File: config.mk
export PLATFORM = sky130hd
export DESIGN_NAME = wav_riff_parser_mulaw_expand_unit
export DESIGN_NICKNAME = d
export VERILOG_FILES = /design/src/rtl/wrpr_pkg.sv /design/src/rtl/wav_riff_parser_mulaw_expand_unit.sv /design/src/rtl/wrpr_front.sv /design/src/rtl/wrpr_fifo.sv /design/src/rtl/wrpr_back.sv
export SDC_FILE = /design/constraint.sdc
export NUM_CORES = 1
export LEC_CHECK = 0
export BUFFER_PORTS_ARGS = -buffer_cell sky130_fd_sc_hd__buf_2
export CORE_MARGIN = 10
export CORE_UTILIZATION = 30
export CTS_CLUSTER_DIAMETER = 60
export DETAILED_ROUTE_END_ITERATION = 10
export PLACE_DENSITY_LB_ADDON = 0.08
export SLEW_MARGIN = 20
export SYNTH_ARGS = -nofsm -noshare
export SYNTH_HDL_FRONTEND = slang
export SYNTH_SLANG_ARGS = --single-unit
File: constraint.sdc
create_clock -name aclk -period 10 [get_ports aclk]
set_input_delay 1.5 -clock aclk [delete_from_list [all_inputs] [get_ports aclk]]
set_output_delay 1.5 -clock aclk [all_outputs]
set_load 0.03 [all_outputs]
File: src/rtl/wrpr_pkg.sv
// ----------------------------------------------------------------------------
// wrpr_pkg
// Shared types, codes and the mu-law expansion for the WAV parser block.
// ----------------------------------------------------------------------------
package wrpr_pkg;

    localparam int QUEUE_DEPTH = 4;

    localparam logic [31:0] TAG_RIFF = 32'h4646_4952;
    localparam logic [31:0] TAG_WAVE = 32'h4556_4157;
    localparam logic [31:0] TAG_FMT  = 32'h2074_6d66;
    localparam logic [31:0] TAG_DATA = 32'h6174_6164;

    localparam logic [15:0] FMT_PCM   = 16'd1;
    localparam logic [15:0] FMT_MULAW = 16'd7;

    localparam logic [2:0] KIND_FORMAT = 3'd0;
    localparam logic [2:0] KIND_PCM    = 3'd1;
    localparam logic [2:0] KIND_MULAW  = 3'd2;
    localparam logic [2:0] KIND_ERROR  = 3'd3;
    localparam logic [2:0] KIND_DONE   = 3'd4;

    localparam logic [2:0] ERR_NONE      = 3'd0;
    localparam logic [2:0] ERR_BAD_RIFF  = 3'd1;
    localparam logic [2:0] ERR_BAD_WAVE  = 3'd2;
    localparam logic [2:0] ERR_FMT_SHORT = 3'd3;
    localparam logic [2:0] ERR_FORMAT    = 3'd4;
    localparam logic [2:0] ERR_NO_FMT    = 3'd5;
    localparam logic [2:0] ERR_TRUNC     = 3'd6;

    // One queue entry holds every result that a single input byte causes.
    // A second result is always either a done marker or a truncation error.
    typedef struct packed {
        logic        two;
        logic        second_done;
        logic [2:0]  kind;
        logic [2:0]  err;
        logic [7:0]  data_byte;
        logic [15:0] channels;
        logic [15:0] bits;
        logic [31:0] rate;
    } wrpr_entry_t;

    function automatic logic [15:0] mu_base(input logic [2:0] e);
        logic [15:0] b;
        unique case (e)
            3'd0: b = 16'd0;
            3'd1: b = 16'd132;
            3'd2: b = 16'd396;
            3'd3: b = 16'd924;
            3'd4: b = 16'd1980;
            3'd5: b = 16'd4092;
            3'd6: b = 16'd8316;
            3'd7: b = 16'd16764;
        endcase
        return b;
    endfunction

    function automatic logic [15:0] mulaw_expand(input logic [7:0] code);
        logic [7:0]  v;
        logic [15:0] mag;
        v   = ~code;
        mag = mu_base(v[6:4]) + (16'(v[3:0]) << ({1'b0, v[6:4]} + 4'd3));
        if (v[7]) begin
            mag = 16'd0 - mag;
        end
        return mag;
    endfunction

endpackage

File: src/rtl/wav_riff_parser_mulaw_expand_unit.sv
// ----------------------------------------------------------------------------
// wav_riff_parser_mulaw_expand_unit
// Streaming WAV parser with mu-law expansion to 16-bit linear samples.
// ----------------------------------------------------------------------------
// The block takes one file byte per cycle on the input stream and places the
// results of each byte, if any, in a queue of QUEUE_DEPTH entries. The output
// register delivers one result per cycle while the consumer is ready, and each
// result is one output transfer, so the rare byte with two results (a data byte
// followed by the done marker, or a result followed by a truncation error)
// takes two transfers. Input stalls only when the queue is full; the first result
// of a byte is written into the queue and then loaded into the output register,
// which holds it until it is taken.
module wav_riff_parser_mulaw_expand_unit import wrpr_pkg::*; #(
    parameter int DEPTH = QUEUE_DEPTH
) (
    input  logic        aclk,
    input  logic        aresetn,
    input  logic        s_tvalid,
    output logic        s_tready,
    input  logic [7:0]  s_tdata,   // [7:0] in_byte
    input  logic        s_tlast,   // end_of_file
    output logic        m_tvalid,
    input  logic        m_tready,
    output logic [95:0] m_tdata,   // [2:0] error_code, [18:3] channel_count,
                                   // [34:19] bits_per_sample, [66:35] sample_rate,
                                   // [74:67] pcm_byte, [90:75] linear_sample,
                                   // [95:91] zero
    output logic [2:0]  m_tuser,   // [2:0] result_kind
    output logic        m_tlast    // last_of_run
);

    logic        q_push, q_full, q_pop, q_valid;
    wrpr_entry_t q_in, q_head;
    logic [2:0]  err;
    logic [15:0] chan, bits, lin;
    logic [31:0] rate;
    logic [7:0]  pcm;

    wrpr_front u_front (
        .aclk     (aclk),
        .aresetn  (aresetn),
        .in_valid (s_tvalid),
        .in_ready (s_tready),
        .in_byte  (s_tdata),
        .in_eof   (s_tlast),
        .q_push   (q_push),
        .q_entry  (q_in),
        .q_full   (q_full)
    );

    wrpr_fifo #(.DEPTH(DEPTH)) u_fifo (
        .aclk      (aclk),
        .aresetn   (aresetn),
        .push      (q_push),
        .push_data (q_in),
        .full      (q_full),
        .pop       (q_pop),
        .not_empty (q_valid),
        .head      (q_head)
    );

    wrpr_back u_back (
        .aclk         (aclk),
        .aresetn      (aresetn),
        .q_valid      (q_valid),
        .q_head       (q_head),
        .q_pop        (q_pop),
        .out_valid    (m_tvalid),
        .out_ready    (m_tready),
        .out_kind     (m_tuser),
        .out_err      (err),
        .out_channels (chan),
        .out_bits     (bits),
        .out_rate     (rate),
        .out_pcm      (pcm),
        .out_linear   (lin),
        .out_last     (m_tlast)
    );

    assign m_tdata = {5'b0, lin, pcm, rate, bits, chan, err};

endmodule

File: src/rtl/wrpr_front.sv
// ----------------------------------------------------------------------------
// wrpr_front
// Byte-wise RIFF/WAVE chunk parser. Takes one byte a cycle while the queue is
// not full and queues the results that each byte causes as a single entry.
// ----------------------------------------------------------------------------
module wrpr_front import wrpr_pkg::*; (
    input  logic        aclk,
    input  logic        aresetn,
    input  logic        in_valid,
    output logic        in_ready,
    input  logic [7:0]  in_byte,
    input  logic        in_eof,
    output logic        q_push,
    output wrpr_entry_t q_entry,
    input  logic        q_full
);

    localparam logic [3:0] PH_RIFF       = 4'd0;
    localparam logic [3:0] PH_RIFF_SIZE  = 4'd1;
    localparam logic [3:0] PH_WAVE       = 4'd2;
    localparam logic [3:0] PH_CHUNK_TAG  = 4'd3;
    localparam logic [3:0] PH_CHUNK_SIZE = 4'd4;
    localparam logic [3:0] PH_FMT_BODY   = 4'd5;
    localparam logic [3:0] PH_SKIP       = 4'd6;
    localparam logic [3:0] PH_DATA       = 4'd7;
    localparam logic [3:0] PH_HALT       = 4'd8;

    logic [3:0]  phase_reg, phase_next;
    logic [1:0]  biw_reg, biw_next;
    logic [23:0] gather_reg, gather_next;
    logic [31:0] tag_reg, tag_next;
    logic [31:0] left_reg, left_next;
    logic [15:0] fcode_reg, fcode_next;
    logic [15:0] chan_reg, chan_next;
    logic [31:0] rate_reg, rate_next;
    logic [15:0] bits_reg, bits_next;
    logic        seen_reg, seen_next;
    logic [1:0]  fword_reg, fword_next;

    logic        accept;
    logic [31:0] word;
    logic        first_v;
    logic        second_v;
    wrpr_entry_t ent;

    assign in_ready = !q_full;
    assign accept   = in_valid && in_ready;
    assign word     = {in_byte, gather_reg};

    always_comb begin
        phase_next  = phase_reg;
        biw_next    = biw_reg;
        gather_next = gather_reg;
        tag_next    = tag_reg;
        left_next   = left_reg;
        fcode_next  = fcode_reg;
        chan_next   = chan_reg;
        rate_next   = rate_reg;
        bits_next   = bits_reg;
        seen_next   = seen_reg;
        fword_next  = fword_reg;
        first_v     = 1'b0;
        second_v    = 1'b0;
        ent         = '0;
        ent.channels  = chan_reg;
        ent.bits      = bits_reg;
        ent.rate      = rate_reg;
        ent.data_byte = in_byte;

        if (phase_reg <= PH_FMT_BODY) begin
            if (biw_reg != 2'd3) begin
                unique case (biw_reg)
                    2'd0:    gather_next[7:0]   = in_byte;
                    2'd1:    gather_next[15:8]  = in_byte;
                    default: gather_next[23:16] = in_byte;
                endcase
                biw_next = biw_reg + 2'd1;
            end else begin
                biw_next    = 2'd0;
                gather_next = '0;
                unique case (phase_reg)
                    PH_RIFF: begin
                        if (word != TAG_RIFF) begin
                            first_v = 1'b1; ent.kind = KIND_ERROR;
                            ent.err = ERR_BAD_RIFF; phase_next = PH_HALT;
                        end else begin
                            phase_next = PH_RIFF_SIZE;
                        end
                    end
                    PH_RIFF_SIZE: phase_next = PH_WAVE;
                    PH_WAVE: begin
                        if (word != TAG_WAVE) begin
                            first_v = 1'b1; ent.kind = KIND_ERROR;
                            ent.err = ERR_BAD_WAVE; phase_next = PH_HALT;
                        end else begin
                            phase_next = PH_CHUNK_TAG;
                        end
                    end
                    PH_CHUNK_TAG: begin
                        tag_next   = word;
                        phase_next = PH_CHUNK_SIZE;
                    end
                    PH_CHUNK_SIZE: begin
                        if (tag_reg == TAG_FMT) begin
                            if (word < 32'd16) begin
                                first_v = 1'b1; ent.kind = KIND_ERROR;
                                ent.err = ERR_FMT_SHORT; phase_next = PH_HALT;
                            end else begin
                                left_next  = word - 32'd16;
                                fword_next = 2'd0;
                                phase_next = PH_FMT_BODY;
                            end
                        end else if (tag_reg == TAG_DATA) begin
                            if (!seen_reg) begin
                                first_v = 1'b1; ent.kind = KIND_ERROR;
                                ent.err = ERR_NO_FMT; phase_next = PH_HALT;
                            end else begin
                                first_v   = 1'b1;
                                ent.kind  = KIND_FORMAT;
                                left_next = word;
                                if (word == 32'd0) begin
                                    second_v        = 1'b1;
                                    ent.second_done = 1'b1;
                                    phase_next      = PH_HALT;
                                end else begin
                                    phase_next = PH_DATA;
                                end
                            end
                        end else begin
                            left_next  = word;
                            phase_next = (word != 32'd0) ? PH_SKIP : PH_CHUNK_TAG;
                        end
                    end
                    default: begin
                        fword_next = fword_reg + 2'd1;
                        unique case (fword_reg)
                            2'd0: begin
                                fcode_next = word[15:0];
                                chan_next  = word[31:16];
                            end
                            2'd1: rate_next = word;
                            2'd2: ;
                            2'd3: begin
                                if (fcode_reg != FMT_PCM && fcode_reg != FMT_MULAW) begin
                                    bits_next  = word[31:16];
                                    first_v    = 1'b1;
                                    ent.kind   = KIND_ERROR;
                                    ent.err    = ERR_FORMAT;
                                    phase_next = PH_HALT;
                                end else begin
                                    bits_next  = (fcode_reg == FMT_MULAW) ?
                                                 {word[30:16], 1'b0} : word[31:16];
                                    seen_next  = 1'b1;
                                    phase_next = (left_reg != 32'd0) ? PH_SKIP
                                                                      : PH_CHUNK_TAG;
                                end
                            end
                        endcase
                    end
                endcase
            end
        end else if (phase_reg == PH_SKIP) begin
            left_next = left_reg - 32'd1;
            if (left_reg == 32'd1) begin
                phase_next = PH_CHUNK_TAG;
            end
        end else if (phase_reg == PH_DATA) begin
            first_v   = 1'b1;
            ent.kind  = (fcode_reg == FMT_MULAW) ? KIND_MULAW : KIND_PCM;
            left_next = left_reg - 32'd1;
            if (left_reg == 32'd1) begin
                second_v        = 1'b1;
                ent.second_done = 1'b1;
                phase_next      = PH_HALT;
            end
        end

        if (in_eof) begin
            if (phase_next != PH_HALT && !second_v) begin
                if (!first_v) begin
                    first_v  = 1'b1;
                    ent.kind = KIND_ERROR;
                    ent.err  = ERR_TRUNC;
                end else begin
                    second_v        = 1'b1;
                    ent.second_done = 1'b0;
                end
            end
            phase_next  = PH_RIFF;
            biw_next    = '0;
            gather_next = '0;
            tag_next    = '0;
            left_next   = '0;
            fcode_next  = '0;
            chan_next   = '0;
            rate_next   = '0;
            bits_next   = '0;
            seen_next   = 1'b0;
            fword_next  = '0;
        end
        ent.two = second_v;
    end

    assign q_push  = accept && first_v;
    assign q_entry = ent;

    always_ff @(posedge aclk) begin
        if (!aresetn) begin
            phase_reg  <= PH_RIFF;
            biw_reg    <= '0;
            gather_reg <= '0;
            tag_reg    <= '0;
            left_reg   <= '0;
            fcode_reg  <= '0;
            chan_reg   <= '0;
            rate_reg   <= '0;
            bits_reg   <= '0;
            seen_reg   <= 1'b0;
            fword_reg  <= '0;
        end else if (accept) begin
            phase_reg  <= phase_next;
            biw_reg    <= biw_next;
            gather_reg <= gather_next;
            tag_reg    <= tag_next;
            left_reg   <= left_next;
            fcode_reg  <= fcode_next;
            chan_reg   <= chan_next;
            rate_reg   <= rate_next;
            bits_reg   <= bits_next;
            seen_reg   <= seen_next;
            fword_reg  <= fword_next;
        end
    end

endmodule

File: src/rtl/wrpr_fifo.sv
// ----------------------------------------------------------------------------
// wrpr_fifo
// Short first-in first-out queue of parser entries between front and back.
// ----------------------------------------------------------------------------
module wrpr_fifo import wrpr_pkg::*; #(
    parameter int DEPTH = QUEUE_DEPTH
) (
    input  logic        aclk,
    input  logic        aresetn,
    input  logic        push,
    input  wrpr_entry_t push_data,
    output logic        full,
    input  logic        pop,
    output logic        not_empty,
    output wrpr_entry_t head
);

    localparam int PW = (DEPTH > 1) ? $clog2(DEPTH) : 1;
    localparam int CW = $clog2(DEPTH + 1);

    wrpr_entry_t   slot_reg [DEPTH];
    logic [PW-1:0] wr_ptr_reg, rd_ptr_reg;
    logic [CW-1:0] count_reg;
    logic          do_push, do_pop;

    assign full      = (count_reg == CW'(DEPTH));
    assign not_empty = (count_reg != '0);
    assign head      = slot_reg[rd_ptr_reg];
    assign do_push   = push && !full;
    assign do_pop    = pop && not_empty;

    always_ff @(posedge aclk) begin
        if (do_push) begin
            slot_reg[wr_ptr_reg] <= push_data;
        end
    end

    always_ff @(posedge aclk) begin
        if (!aresetn) begin
            wr_ptr_reg <= '0;
            rd_ptr_reg <= '0;
            count_reg  <= '0;
        end else begin
            if (do_push) begin
                wr_ptr_reg <= (wr_ptr_reg == PW'(DEPTH - 1)) ? '0 : wr_ptr_reg + 1'b1;
            end
            if (do_pop) begin
                rd_ptr_reg <= (rd_ptr_reg == PW'(DEPTH - 1)) ? '0 : rd_ptr_reg + 1'b1;
            end
            if (do_push && !do_pop) begin
                count_reg <= count_reg + 1'b1;
            end else if (do_pop && !do_push) begin
                count_reg <= count_reg - 1'b1;
            end
        end
    end

endmodule

File: src/rtl/wrpr_back.sv
// ----------------------------------------------------------------------------
// wrpr_back
// Unpacks queued entries into result items, expands mu-law codes and holds
// each result in the output register until it is taken.
// ----------------------------------------------------------------------------
module wrpr_back import wrpr_pkg::*; (
    input  logic        aclk,
    input  logic        aresetn,
    input  logic        q_valid,
    input  wrpr_entry_t q_head,
    output logic        q_pop,
    output logic        out_valid,
    input  logic        out_ready,
    output logic [2:0]  out_kind,
    output logic [2:0]  out_err,
    output logic [15:0] out_channels,
    output logic [15:0] out_bits,
    output logic [31:0] out_rate,
    output logic [7:0]  out_pcm,
    output logic [15:0] out_linear,
    output logic        out_last
);

    logic        valid_reg;
    logic        sub_reg, sub_next;
    logic        load;
    logic [2:0]  kind_reg, kind_next;
    logic [2:0]  err_reg, err_next;
    logic [15:0] chan_reg, chan_next;
    logic [15:0] bits_reg, bits_next;
    logic [31:0] rate_reg, rate_next;
    logic [7:0]  pcm_reg, pcm_next;
    logic [15:0] lin_reg, lin_next;
    logic        last_reg, last_next;

    assign load = q_valid && (!valid_reg || out_ready);

    always_comb begin
        kind_next = q_head.kind;
        err_next  = '0;
        chan_next = '0;
        bits_next = '0;
        rate_next = '0;
        pcm_next  = '0;
        lin_next  = '0;
        last_next = 1'b1;
        sub_next  = 1'b0;
        q_pop     = load;
        if (sub_reg) begin
            kind_next = q_head.second_done ? KIND_DONE : KIND_ERROR;
            err_next  = q_head.second_done ? ERR_NONE : ERR_TRUNC;
        end else begin
            unique case (q_head.kind)
                KIND_FORMAT: begin
                    chan_next = q_head.channels;
                    bits_next = q_head.bits;
                    rate_next = q_head.rate;
                end
                KIND_PCM:   pcm_next = q_head.data_byte;
                KIND_MULAW: lin_next = mulaw_expand(q_head.data_byte);
                KIND_ERROR: err_next = q_head.err;
                default:    ;
            endcase
            if (q_head.two) begin
                last_next = 1'b0;
                sub_next  = 1'b1;
                q_pop     = 1'b0;
            end
        end
    end

    always_ff @(posedge aclk) begin
        if (!aresetn) begin
            valid_reg <= 1'b0;
            sub_reg   <= 1'b0;
        end else if (load) begin
            valid_reg <= 1'b1;
            sub_reg   <= sub_next;
        end else if (out_ready) begin
            valid_reg <= 1'b0;
        end
    end

    always_ff @(posedge aclk) begin
        if (load) begin
            kind_reg <= kind_next;
            err_reg  <= err_next;
            chan_reg <= chan_next;
            bits_reg <= bits_next;
            rate_reg <= rate_next;
            pcm_reg  <= pcm_next;
            lin_reg  <= lin_next;
            last_reg <= last_next;
        end
    end

    assign out_valid    = valid_reg;
    assign out_kind     = kind_reg;
    assign out_err      = err_reg;
    assign out_channels = chan_reg;
    assign out_bits     = bits_reg;
    assign out_rate     = rate_reg;
    assign out_pcm      = pcm_reg;
    assign out_linear   = lin_reg;
    assign out_last     = last_reg;

endmodule

### After elaboration in Yosys (flattened, before gate mapping)

Memory sizes are Yosys's and may differ from the RTL's. A register that Yosys moved wholly into a read port is not among the register bits.
Cells that the tools add are included.

* word-level logic and storage cells: 281
* bits in writable memories: 320
* memory bits (read-only): 96
* register bits after elaboration: 281
* memories kept: 2

* add/subtract/negate cells: 11
* reduce and logical (&&, ||, !) cells: 49
* eq/ne operators: 38
* shift-type cells: 1
* bitwise operators: 4
* magnitude comparators: 2
* multiplexer cells: 148

Memories
* u_fifo.slot_reg: words 4, width 80, rd ports 1, clocked after memory_dff 1, wr ports 1, line wrpr_fifo.sv:21 `wrpr_entry_t slot_reg [DEPTH];`
* (name not given): words 8, width 12, rd ports 1, clocked after memory_dff 0, wr ports 0, line wrpr_pkg.sv:46 `unique case (e)`

Operators by type and width (number)
* 32-bit two-way mux: 19
* 16-bit two-way mux: 20
* 4-bit two-way mux: 19
* 24-bit two-way mux: 3
* 32-bit by 31-bit inequality test with 1-bit output (second input constant): 2
* 32-bit nonzero test: 2
* 1-bit two-way mux: 44
* 3-bit two-way mux: 11
* 32-bit by 1-bit equality test with 1-bit output (second input constant): 1
* 32-bit by 30-bit equality test with 1-bit output (second input constant): 1
* 32-bit by 31-bit equality test with 1-bit output (second input constant): 1
* 32-bit zero test: 1
* 32-bit by 5-bit less-than comparator with 1-bit output (second input constant): 1
* 32-bit by 1-bit subtractor with 32-bit output (second input constant): 1
* 32-bit by 5-bit subtractor with 32-bit output (second input constant): 1
* 2-bit two-way mux: 14
* 7-bit two-way mux: 4
* 8-bit two-way mux: 3
* 6-bit case mux with 4 select lines: 1
* 5-bit two-way mux: 4
* 4-bit case mux with 5 select lines: 1
* 6-bit two-way mux: 3
* 3-bit inequality test (second input constant): 6
* 6-bit AND reduction: 3
* other kinds (44): 87

### Logic depth before layout (Yosys ltp)

Gate-level depths: netlist (run 1).

* depth after elaboration: 18
* gate-level depth with buffers: 22

### Cells and area by module

A second synthesis (run 1) with hierarchy kept.

* cell total of the unflattened synthesis: 2153
* area total of the unflattened synthesis: 27040.9 sq um

By module, submodules not included
* wrpr_fifo: sequential area each 9789.4 sq um, cells each 469, area an instance 12102.9 sq um, times used 1
* wrpr_front: sequential area each 3543.4 sq um, cells each 1231, area an instance 9669.3 sq um, times used 1
* wrpr_back: sequential area each 2892.8 sq um, cells each 447, area an instance 5227.5 sq um, times used 1
* wav_riff_parser_mulaw_expand_unit: sequential area each 0.0 sq um, cells each 6, area an instance 41.3 sq um, times used 1

### Least setup slack after synthesis (run 1)

No wires, ideal clock.

* kind: in2reg
* start point: input port m_tready
* end point: register u_fifo.count_reg[2]
* slack: 2.070 ns
* arrival: 7.854 ns
* stages: 10
* path buffers: 0
* library setup time: 0.076 ns
* cells stage by stage: inv_1 a21oi_1 and2_1 inv_1 ha_1 inv_1 fa_1 xor2_1 or3_1 a21boi_0

* longest elaborated chain between the ends: 8
* elaborated cells between the ends (all ways): 10
* those cells by class: mux (3); reduce/logical (7)

RTL lines
* start: declaration: line wav_riff_parser_mulaw_expand_unit.sv:23 `input logic m_tready,`
* 1-bit logical OR (*): line wrpr_back.sv:36 `assign load = q_valid && (!valid_reg || out_ready);`
* 1-bit logical AND (*): line wrpr_back.sv:36
* via u_back.load: line wrpr_back.sv:26 `logic load;`
* 1-bit two-way mux: line wrpr_back.sv:64 `if (q_head.two) begin`
* 1-bit two-way mux (*): line wrpr_back.sv:49 `if (sub_reg) begin`
* 1-bit logical AND (*): line wrpr_fifo.sv:30 `assign do_pop = pop && not_empty;`
* 1-bit zero test: line wrpr_fifo.sv:50 `if (do_push && !do_pop) begin`
* 1-bit logical AND: line wrpr_fifo.sv:50
* 3-bit two-way mux or 2-bit nonzero test (tied branches)
* end signal: assignment: line wrpr_fifo.sv:51 `count_reg <= count_reg + 1'b1;`
* end signal: assignment: line wrpr_fifo.sv:53 `count_reg <= count_reg - 1'b1;`
* end: declaration: line wrpr_fifo.sv:23 `logic [CW-1:0] count_reg;`

The timed path passes the listed nets; every way through them passes the cells marked *.
A chain may end at the register's enable or synchronous reset.

==> flow_summary.yaml, run 1 <==
setup_path:
  crit_path_frequent_cell: "ha_1"
  start_kind: "flip-flop"
  r2r_cells: 17
  crit_slowest_cell: "dfxtp_4"
  arrival_ns: 6.53
  max_stage_delay_ns: 0.87
  cp_num_buf_inv: 2
  crit_chain: "mux4_2, ha_1, inv_1, ha_1, inv_1, a311oi_1, nor2_1, ha_1, nor2b_1, o2111ai_1, nand2_1, xor2_1, or4b_1, nor4_1, and3_1, a2111oi_0, o21bai_1"
  crit_path_end_kind: "flip-flop"
  cp_top_family: "simple AND/OR/NAND/NOR gates"
  path_class: "flip-flop to flip-flop"
  required_ns: 10.38
  worst-path-max-fanout: 47
  path_depth: 17
clock_network:
  clk_latency_ns: 0.64
  htreeDepth: 3
  clk_pin_slew_ns: 0.06
  postCtsSetupRepairBufs: 0
  holdBufCountCts: 0
  cts_buffers: 74
  post_cts_resized: 0
  cts_buffer_depth: 3
  clock-sinks: 599
  cts_tree: "yes"
  clockRootBuffer: "clkbuf_16"
global_routing:
  grt_pass1_vias: 17223
  antenna_found_initial: 1
  met1_usage_pct: 19.6
  grt_use_met2_pct: 25.3
  grt.total_usage_pct: 14.9
  top_usage_layer: "met2"
  grt_overflow: 0
  grt_max_degree: 90
  grt_pass1_wl_mm: 113
  groute.layer.met3.usage_pct: 2.31
hold_path:
  whs_path_depth: 2
  min_path_type: "flip-flop to flip-flop"
die:
  num_rows: 108
  initial_core_util_pct: 30.3
  die_h_um: 317
  dieArea_um2: 100000
  core_area_um2: 87200
  fp.dieW_um: 317
  ioPinCount: 115
logic_synthesis:
  syn_avg_cell_area_um2: 12.4
  yosysWarningCount: 0
  synth_area_um2: 26400
  synthArstFlopShare_pct: 0
  synth_seq_cells: 599
  synth_top_area_share_pct: 46.7
  yosysSeqAreaShare_pct: 60.9
  synth_cell_types: 86
  synth_enable_flop_cells: 411
  synthMostInstantiatedCell: "edfxtp_1"
  yosys-top-cells-count: "411 x edfxtp_1, 240 x nand2_1, 188 x dfxtp_1"
  synthTopCellsByArea: "edfxtp_1 47%, dfxtp_1 14%, mux4_2 6.7%"
  synth_top_area_cell: "edfxtp_1"
  ys.flop_type: "edfxtp_1"
  syn_inst: 2124
final_layout:
  largest_reg_flops: 316
  drive_gt1_share_pct: 16.4
  fillers: 8556
  final_nets: 2243
  syn_to_final_growth_pct: 15.4
  layout.cells.non_filler: 3408
  seq_area_um2: 16100
  multi_input_area_um2: 9650
detailed_routing:
  wl_mm: 75.6
  dr.pass1.iters: 5
  vias: 16854
  drc_errors: 0
  viasPerCell: 4.95
  ant_nets: 0
  routedWlPerCell_um: 22.2
  first_iter_violations: 1075
job:
  cap_viol_max_count: 0
sta:
  hold_viol_final: 0
  fmax_mhz: 163
  layout_setup_ws_ns: 3.85
  maxSlewHeadroom_pct: 30.5
  rsz0062_at_grt: "false"
  maxSlewViolCount: 0
  max_slew.worst_pin.slew_ns: 1.04
  finalCriticalPeriod_ns: 6.15
  setup_tns_ns: 0
  setup_viol: 0
  fin_worst_skew_ns: 0.0339
  fin_crit_sh_pct: 61.5
placement:
  pre_cts_ws_ns: 3.81
  place.gp.congestion: 0.816
  portBuffers: 109
  dp.cells: 3270
  dp_hpwl_mm: 50.1
outcome:
  outcome: "complete, no violations"
power:
  p_clk_share_pct: 33.1
  combPwrFrac_pct: 26.9
  internal-power_mw: 5.19
  switching_share_pct: 34.1
  power_leakage_nw: 10.4
  p_switching_mw: 2.68
  p_seq_share_pct: 40.0
  ir_drop_uv: 216
  power_density_nw_per_um2: 258
stage by stage:
stage | cell area (um^2) | hold slack [ns] | total power, mW | utilization, %
2_1_floorplan | 26500 | 0.439 | 4.72 | -
3_3_place_gp | 28100 | 0.452 | 5.39 | 32.2
3_5_place_dp | 28100 | 0.462 | 5.38 | 32.2
4_1_cts | 30500 | 0.471 | 8.02 | 35.0
5_1_grt | 30500 | 0.482 | 8.29 | 35.0
6_report | 30500 | 0.469 | 7.87 | 35.0
layer usage:
layer  wire length [um]  vias to the layer above
met2              37200                      313
met5                 13                        -
met4               1790                        2
li1                   -                     7986
met3               2960                      104
met1              33600                     8449
final timing paths:
kind / end / slack, ns / start
max: u_back.out_linear[15] / 3.85 / flip-flop
min: u_front.fcode_reg[11] / 0.47 / u_front.fcode_reg[11]
max reg2reg: u_back.out_linear[15] / 3.85 / flip-flop
min reg2reg: u_front.fcode_reg[11] / 0.47 / u_front.fcode_reg[11]
cells in the final DEF (no fill, tap or decap), drive strengths merged, types with 46 or more instances in the layout:
master | Yosys | routed
a21boi | 90 | 90
a21oi | 65 | 65
and2 | 46 | 46
and3 | 84 | 84
buf | 33 | 131
clkbuf | 111 | 95
dfxtp | 188 | 188
edfxtp | 411 | 411
inv | 44 | 49
mux4 | 79 | 79
nand2 | 240 | 240
nand3 | 58 | 58
nor2 | 113 | 113
nor2b | 92 | 92
o21ai | 61 | 61
area by class of cell:
type	instances	share of cell area (%)
clock buffer	95	6.53
tap	1155	4.74
clock inverter	41	1.37
sequential	599	52.8
timing repair buffer	131	2.38
antenna	2	0.0164
inverter	44	0.541
multi-input combinational	1341	31.6
power groups by stage:
stage	Combinational (mW)	Sequential [mW]	Clock [mW]
floorplan	1.12	3.60	0
global placement	2.18	3.20	0
detailed placement	2.17	3.21	0
CTS	2.18	3.16	2.69
global route	2.32	3.18	2.78
finish	2.12	3.15	2.60
cells by family after synthesis:
logic type	Yosys count	share of synthesized area [%]
other cells	1	0.0142
mux	108	7.83
flops	599	60.9
simple gates	783	15.4
compound gates	338	8.86
fa+ha+maj	39	1.90
buf+inv	188	2.87
xor+xnor	68	2.25
worst reg2reg max path: stages (launching register included):
cell	delay, ns
dfxtp_4	0.87
mux4_2	0.65
ha_1	0.27
inv_1	0.06
ha_1	0.50
inv_1	0.17
a311oi_1	0.50
nor2_1	0.09
ha_1	0.39
nor2b_1	0.18
o2111ai_1	0.24
nand2_1	0.13
xor2_1	0.19
or4b_1	0.59
nor4_1	0.51
and3_1	0.28
a2111oi_0	0.09
o21bai_1	0.18
No activity file was read; power rests on OpenSTA's default activity.
==> run 2, diff against run 1 <==
Settings changed: ABC_AREA set to 1.
Clock period 10 ns to 6.38 ns, I/O delays scaled along.
==> flow_summary.yaml, run 2 <==
logic_synthesis:
  synthTopCellsByArea: "edfxtp_1 46%, dfxtp_1 14%, nor2_1 8.8%"
  yosysWarningCount: 0
  syn_avg_cell_area_um2: 9.30
  synth_area_um2: 26600
  syn_inst: 2863
  synth_enable_flop_cells: 411
  synthArstFlopShare_pct: 0
  yosys-top-cells-count: "627 x nor2_1, 411 x edfxtp_1, 363 x nand2_1"
  synthMostInstantiatedCell: "nor2_1"
  synth_top_area_share_pct: 46.4
  ys.flop_type: "edfxtp_1"
  yosysSeqAreaShare_pct: 60.5
  synth_cell_types: 53
  synth_seq_cells: 599
  synth_top_area_cell: "edfxtp_1"
sta:
  setup_viol: 0
  rsz0062_at_grt: "false"
  max_slew.worst_pin.slew_ns: 1.02
  fin_crit_sh_pct: 81.8
  setup_tns_ns: 0
  whs_ns: 0.456
  fmax_mhz: 192
  hold_viol_final: 0
  maxSlewViolCount: 0
  finalCriticalPeriod_ns: 5.22
  maxSlewHeadroom_pct: 31.8
  fin_worst_skew_ns: 0.0310
global_routing:
  grt_pass1_wl_mm: 128
  grt_overflow: 0
  grt_max_degree: 73
  antenna_found_initial: 2
  grt.total_usage_pct: 16.1
  grt_pass1_vias: 20113
clock_network:
  cts_buffer_depth: 3
  postCtsSetupRepairBufs: 0
  clk_pin_slew_ns: 0.05
  post_cts_resized: 0
  cts_tree: "yes"
  clockRootBuffer: "clkbuf_16"
  cts_buffers: 80
  htreeDepth: 3
  clk_latency_ns: 0.64
  holdBufCountCts: 0
  clock-sinks: 599
setup_path:
  arrival_ns: 5.58
  required_ns: 6.74
  start_kind: "flip-flop"
  crit_path_end_kind: "flip-flop"
  path_class: "flip-flop to flip-flop"
  worst-path-max-fanout: 23
placement:
  portBuffers: 109
  place.gp.congestion: 0.918
  dpl_cell_area_um2: 28600
  dp_hpwl_mm: 57.7
  dp.cells: 4060
detailed_routing:
  viasPerCell: 4.82
  routedWlPerCell_um: 19.8
  drc_errors: 0
  wl_mm: 83.5
  first_iter_violations: 1578
  ant_nets: 0
  vias: 20275
  dr.pass1.iters: 5
final_layout:
  layout_commonest_cell: "nor2_1"
  drive_gt1_share_pct: 11.0
  layout.cells.non_filler: 4206
  largest_reg_flops: 316
  multi_input_area_um2: 9210
  final_nets: 3029
  fillers: 8978
  final_area_um2: 31200
  antennaDiodeCount: 0
  syn_to_final_growth_pct: 17.1
  layout_common_cells: "621 x nor2_1, 411 x edfxtp_1, 362 x nand2_1"
  seq_area_um2: 16100
hold_path:
  hp-start: "u_front.fcode_reg[4]"
  min_path_type: "flip-flop to flip-flop"
outcome:
  outcome: "complete, no violations"
die:
  core_area_um2: 88200
  dieArea_um2: 101000
  ioPinCount: 115
  die_h_um: 318
  initial_core_util_pct: 30.2
  num_rows: 109
  fp.dieW_um: 318
power:
  power_leakage_nw: 11.9
  power_density_nw_per_um2: 444
  total_power_mw: 13.9
  ir_drop_uv: 261
job:
  cap_viol_max_count: 0
-- run 2: changes by cell type after synthesis, sizes merged, moves of 32 or more --
cell / change
nor2: +522
o21ai: +276
a21oi: +174
inv: +167
nand2: +134
nor2b: -91
a21boi: -88
and3: -84
mux4: -79
nand3: +57
and2: -45
xnor2: -32
-- run 2: power breakdown --
| group | switching (mW) | leakage, nW | internal (mW) |
|---|---|---|---|
| Sequential | 0.246 | 5.44 | 4.85 |
| Combinational | 3.30 | 5.21 | 1.18 |
| Clock | 1.71 | 1.22 | 2.58 |
| Total | 5.25 | 11.9 | 8.60 |
-- run 2: stage by stage --
step           util [%]  setup slack [ns]
2_1_floorplan         -             0.143
3_3_place_gp       32.4              1.23
3_5_place_dp       32.4              1.17
4_1_cts            35.3              1.13
5_1_grt            35.3             0.576
6_report           35.3              1.16
-- run 2: cells by family (layout without fill, tap and decap cells) --
family	after synthesis	after routing	synth area share, %
AOI/OAI and AO/OA	649	649	12.9
xor gates and xnor gates	30	30	0.987
adders and majority gates	39	39	1.89
buffers and inverters	347	521	5.19
DFF	599	599	60.5
other	1	5	0.0141
and+or+nand+nor	1198	1198	18.5
-- run 2: layout make-up --
| class | count | share of cell area, % |
|---|---|---|
| multi-input combinational | 1921 | 29.5 |
| clock inverter | 38 | 1.14 |
| inverter | 215 | 2.62 |
| tap | 1165 | 4.68 |
| clock buffer | 108 | 7.02 |
| sequential | 599 | 51.7 |
| timing repair buffer | 160 | 3.34 |
-- run 2: critical path, stage by stage, from the launching register on --
cell	delay (ns)
dfxtp_2	0.65
inv_4	0.24
a32oi_2	0.44
inv_1	0.21
ha_1	0.50
inv_1	0.11
o21ai_0	0.17
inv_1	0.09
nor3_1	0.25
inv_1	0.11
fa_1	0.47
o21ai_1	0.28
a21oi_1	0.11
o21ai_1	0.15
xor2_1	0.28
nor3b_1	0.32
nand3_1	0.14
nand3b_1	0.20
a21oi_1	0.18
nor2_1	0.08
-- run 2: layer usage --
metal  share of wire (%)  vias up  track usage, %
met4                 2.6        0            5.33
met5                   0        -               0
met3                 4.2      116            2.34
met2                  45      444            25.2
li1                    -     9992               -
met1                  48     9723            22.6
-- run 2: final timing paths --
kind              cells past startpoint  slack [ns]                    end
hold reg to reg                       2        0.46   u_front.fcode_reg[4]
setup / recovery                     19        1.16  u_back.out_linear[14]
setup reg to reg                     19        1.16  u_back.out_linear[14]
hold / removal                        2        0.46   u_front.fcode_reg[4]
==> run 3, diff against run 2 <==
Clock period 6.38 ns to 4.4 ns, I/O delays scaled along.
==> flow_summary.yaml, run 3 (synthesis gave the netlist of run 2 again) <==
outcome:
  outcome: "complete, no violations"
die:
  initial_core_util_pct: 30.2
  num_rows: 109
  dieArea_um2: 101000
  fp.dieW_um: 318
  core_area_um2: 88200
  die_h_um: 318
  ioPinCount: 115
sta:
  maxSlewHeadroom_pct: 32.5
  fin_worst_skew_ns: 0.0214
  finalCriticalPeriod_ns: 4.16
  max_slew.worst_pin.slew_ns: 1.00
  fmax_mhz: 240
  hold_viol_final: 0
  setup_tns_ns: 0
  fin_crit_sh_pct: 94.6
  maxSlewViolCount: 0
  setup_viol: 0
final_layout:
  fillers: 9051
  largest_reg_flops: 316
  antennaDiodeCount: 0
  syn_to_final_growth_pct: 19.6
  final_core_util_pct: 36.1
  layout_commonest_cell: "nor2_1"
  layout_common_cells: "619 x nor2_1, 411 x edfxtp_1, 361 x nand2_1"
  final_nets: 3090
  multi_input_area_um2: 9340
  drive_gt1_share_pct: 13.6
  seq_area_um2: 16100
job:
  cap_viol_max_count: 0
clock_network:
  cts_buffer_depth: 3
  cts_buffers: 79
  clockRootBuffer: "clkbuf_16"
  clock-sinks: 599
  htreeDepth: 3
  clk_pin_slew_ns: 0.06
  holdBufCountCts: 0
  clk_latency_ns: 0.63
  cts_tree: "yes"
setup_path:
  path_class: "flip-flop to flip-flop"
  worst-path-max-fanout: 8
  required_ns: 4.77
  start_kind: "flip-flop"
  crit_path_end_kind: "flip-flop"
  arrival_ns: 4.53
global_routing:
  grt_overflow: 0
  grt_pass1_vias: 19895
  grt_pass1_wl_mm: 128
  grt_max_degree: 99
  grt.total_usage_pct: 16.2
  antenna_found_initial: 2
placement:
  portBuffers: 109
  place.gp.congestion: 0.894
  dp_hpwl_mm: 58.6
detailed_routing:
  viasPerCell: 4.79
  ant_nets: 0
  drc_errors: 0
  routedWlPerCell_um: 19.7
  wl_mm: 84.3
  dr.pass1.iters: 5
  first_iter_violations: 1333
  vias: 20440
power:
  power_density_nw_per_um2: 657
  ir_drop_uv: 378
  total_power_mw: 20.9
  power_leakage_nw: 12.2
hold_path:
  min_path_type: "input pin to flip-flop"
==> run 3: stage by stage <==
step	hold slack [ns]	instances	setup slack (ns)	instance area, um^2
floorplan	0.429	2867	-0.231	26700
global placement	0.438	4119	0.0629	29100
detailed placement	0.448	4119	0.0146	29100
CTS	0.351	4265	0.0864	31700
global route	0.366	4268	-0.0112	31800
finish	0.403	4268	0.239	31800
==> run 3: path summary, 6_finish.rpt <==
check	startpoint	cells after the start	end	slack [ns]
setup / recovery	flip-flop	21	u_back.out_linear[14]	0.24
hold / removal	s_tdata[3]	1	u_fifo.slot_reg[3][67]	0.40
setup reg to reg	flip-flop	21	u_back.out_linear[14]	0.24
hold reg to reg	u_front.fcode_reg[11]	2	u_front.fcode_reg[11]	0.45
==> run 3: power by group <==
group	internal (mW)	switching, mW
clock network	3.71	2.49
registers	7.03	0.322
logic	2.34	5.01
==> run 3: per-layer routing <==
| layer | track usage, % | wire length [um] |
|---|---|---|
| met5 | 0 | 0 |
| met4 | 5.01 | 1960 |
| met3 | 2.68 | 3720 |
| met2 | 25.8 | 38500 |
| met1 | 22.3 | 40100 |
==> run 3: cell type report <==
type / instances / area share [%]
well taps: 1165 / 4.58
flip-flops and latches: 599 / 50.6
multi-input cells: 1921 / 29.3
inverters: 215 / 2.57
repair buffers: 222 / 4.95
clock buffers: 111 / 7.07
clock inverters: 35 / 0.888
==> run 3: what timing repair did <==
action | 4_1_cts | 5_1_grt
resized for setup | 1 | 32
buffers inserted | 0 | 3
endpoints found under the setup margin | 1 | 6
pin swaps | 0 | 14
hold endpoints to repair | 0 | 0
==> run 3: critical path: stages (launching register included) <==
cell and delay [ns]:
dfxtp_4 0.37, inv_4 0.08, nand2_1 0.09, a32oi_4 0.32
ha_2 0.24, inv_1 0.07, ha_4 0.30, buf_6 0.12
nor3_1 0.05, a31oi_1 0.21, nor2_1 0.08, ha_1 0.35
nand2_1 0.09, o21ai_2 0.20, a21oi_1 0.10, o21ai_1 0.17
xor2_1 0.25, nor3b_4 0.26, nand3_2 0.10, nand3b_1 0.21
a21oi_2 0.16, nor2_1 0.07
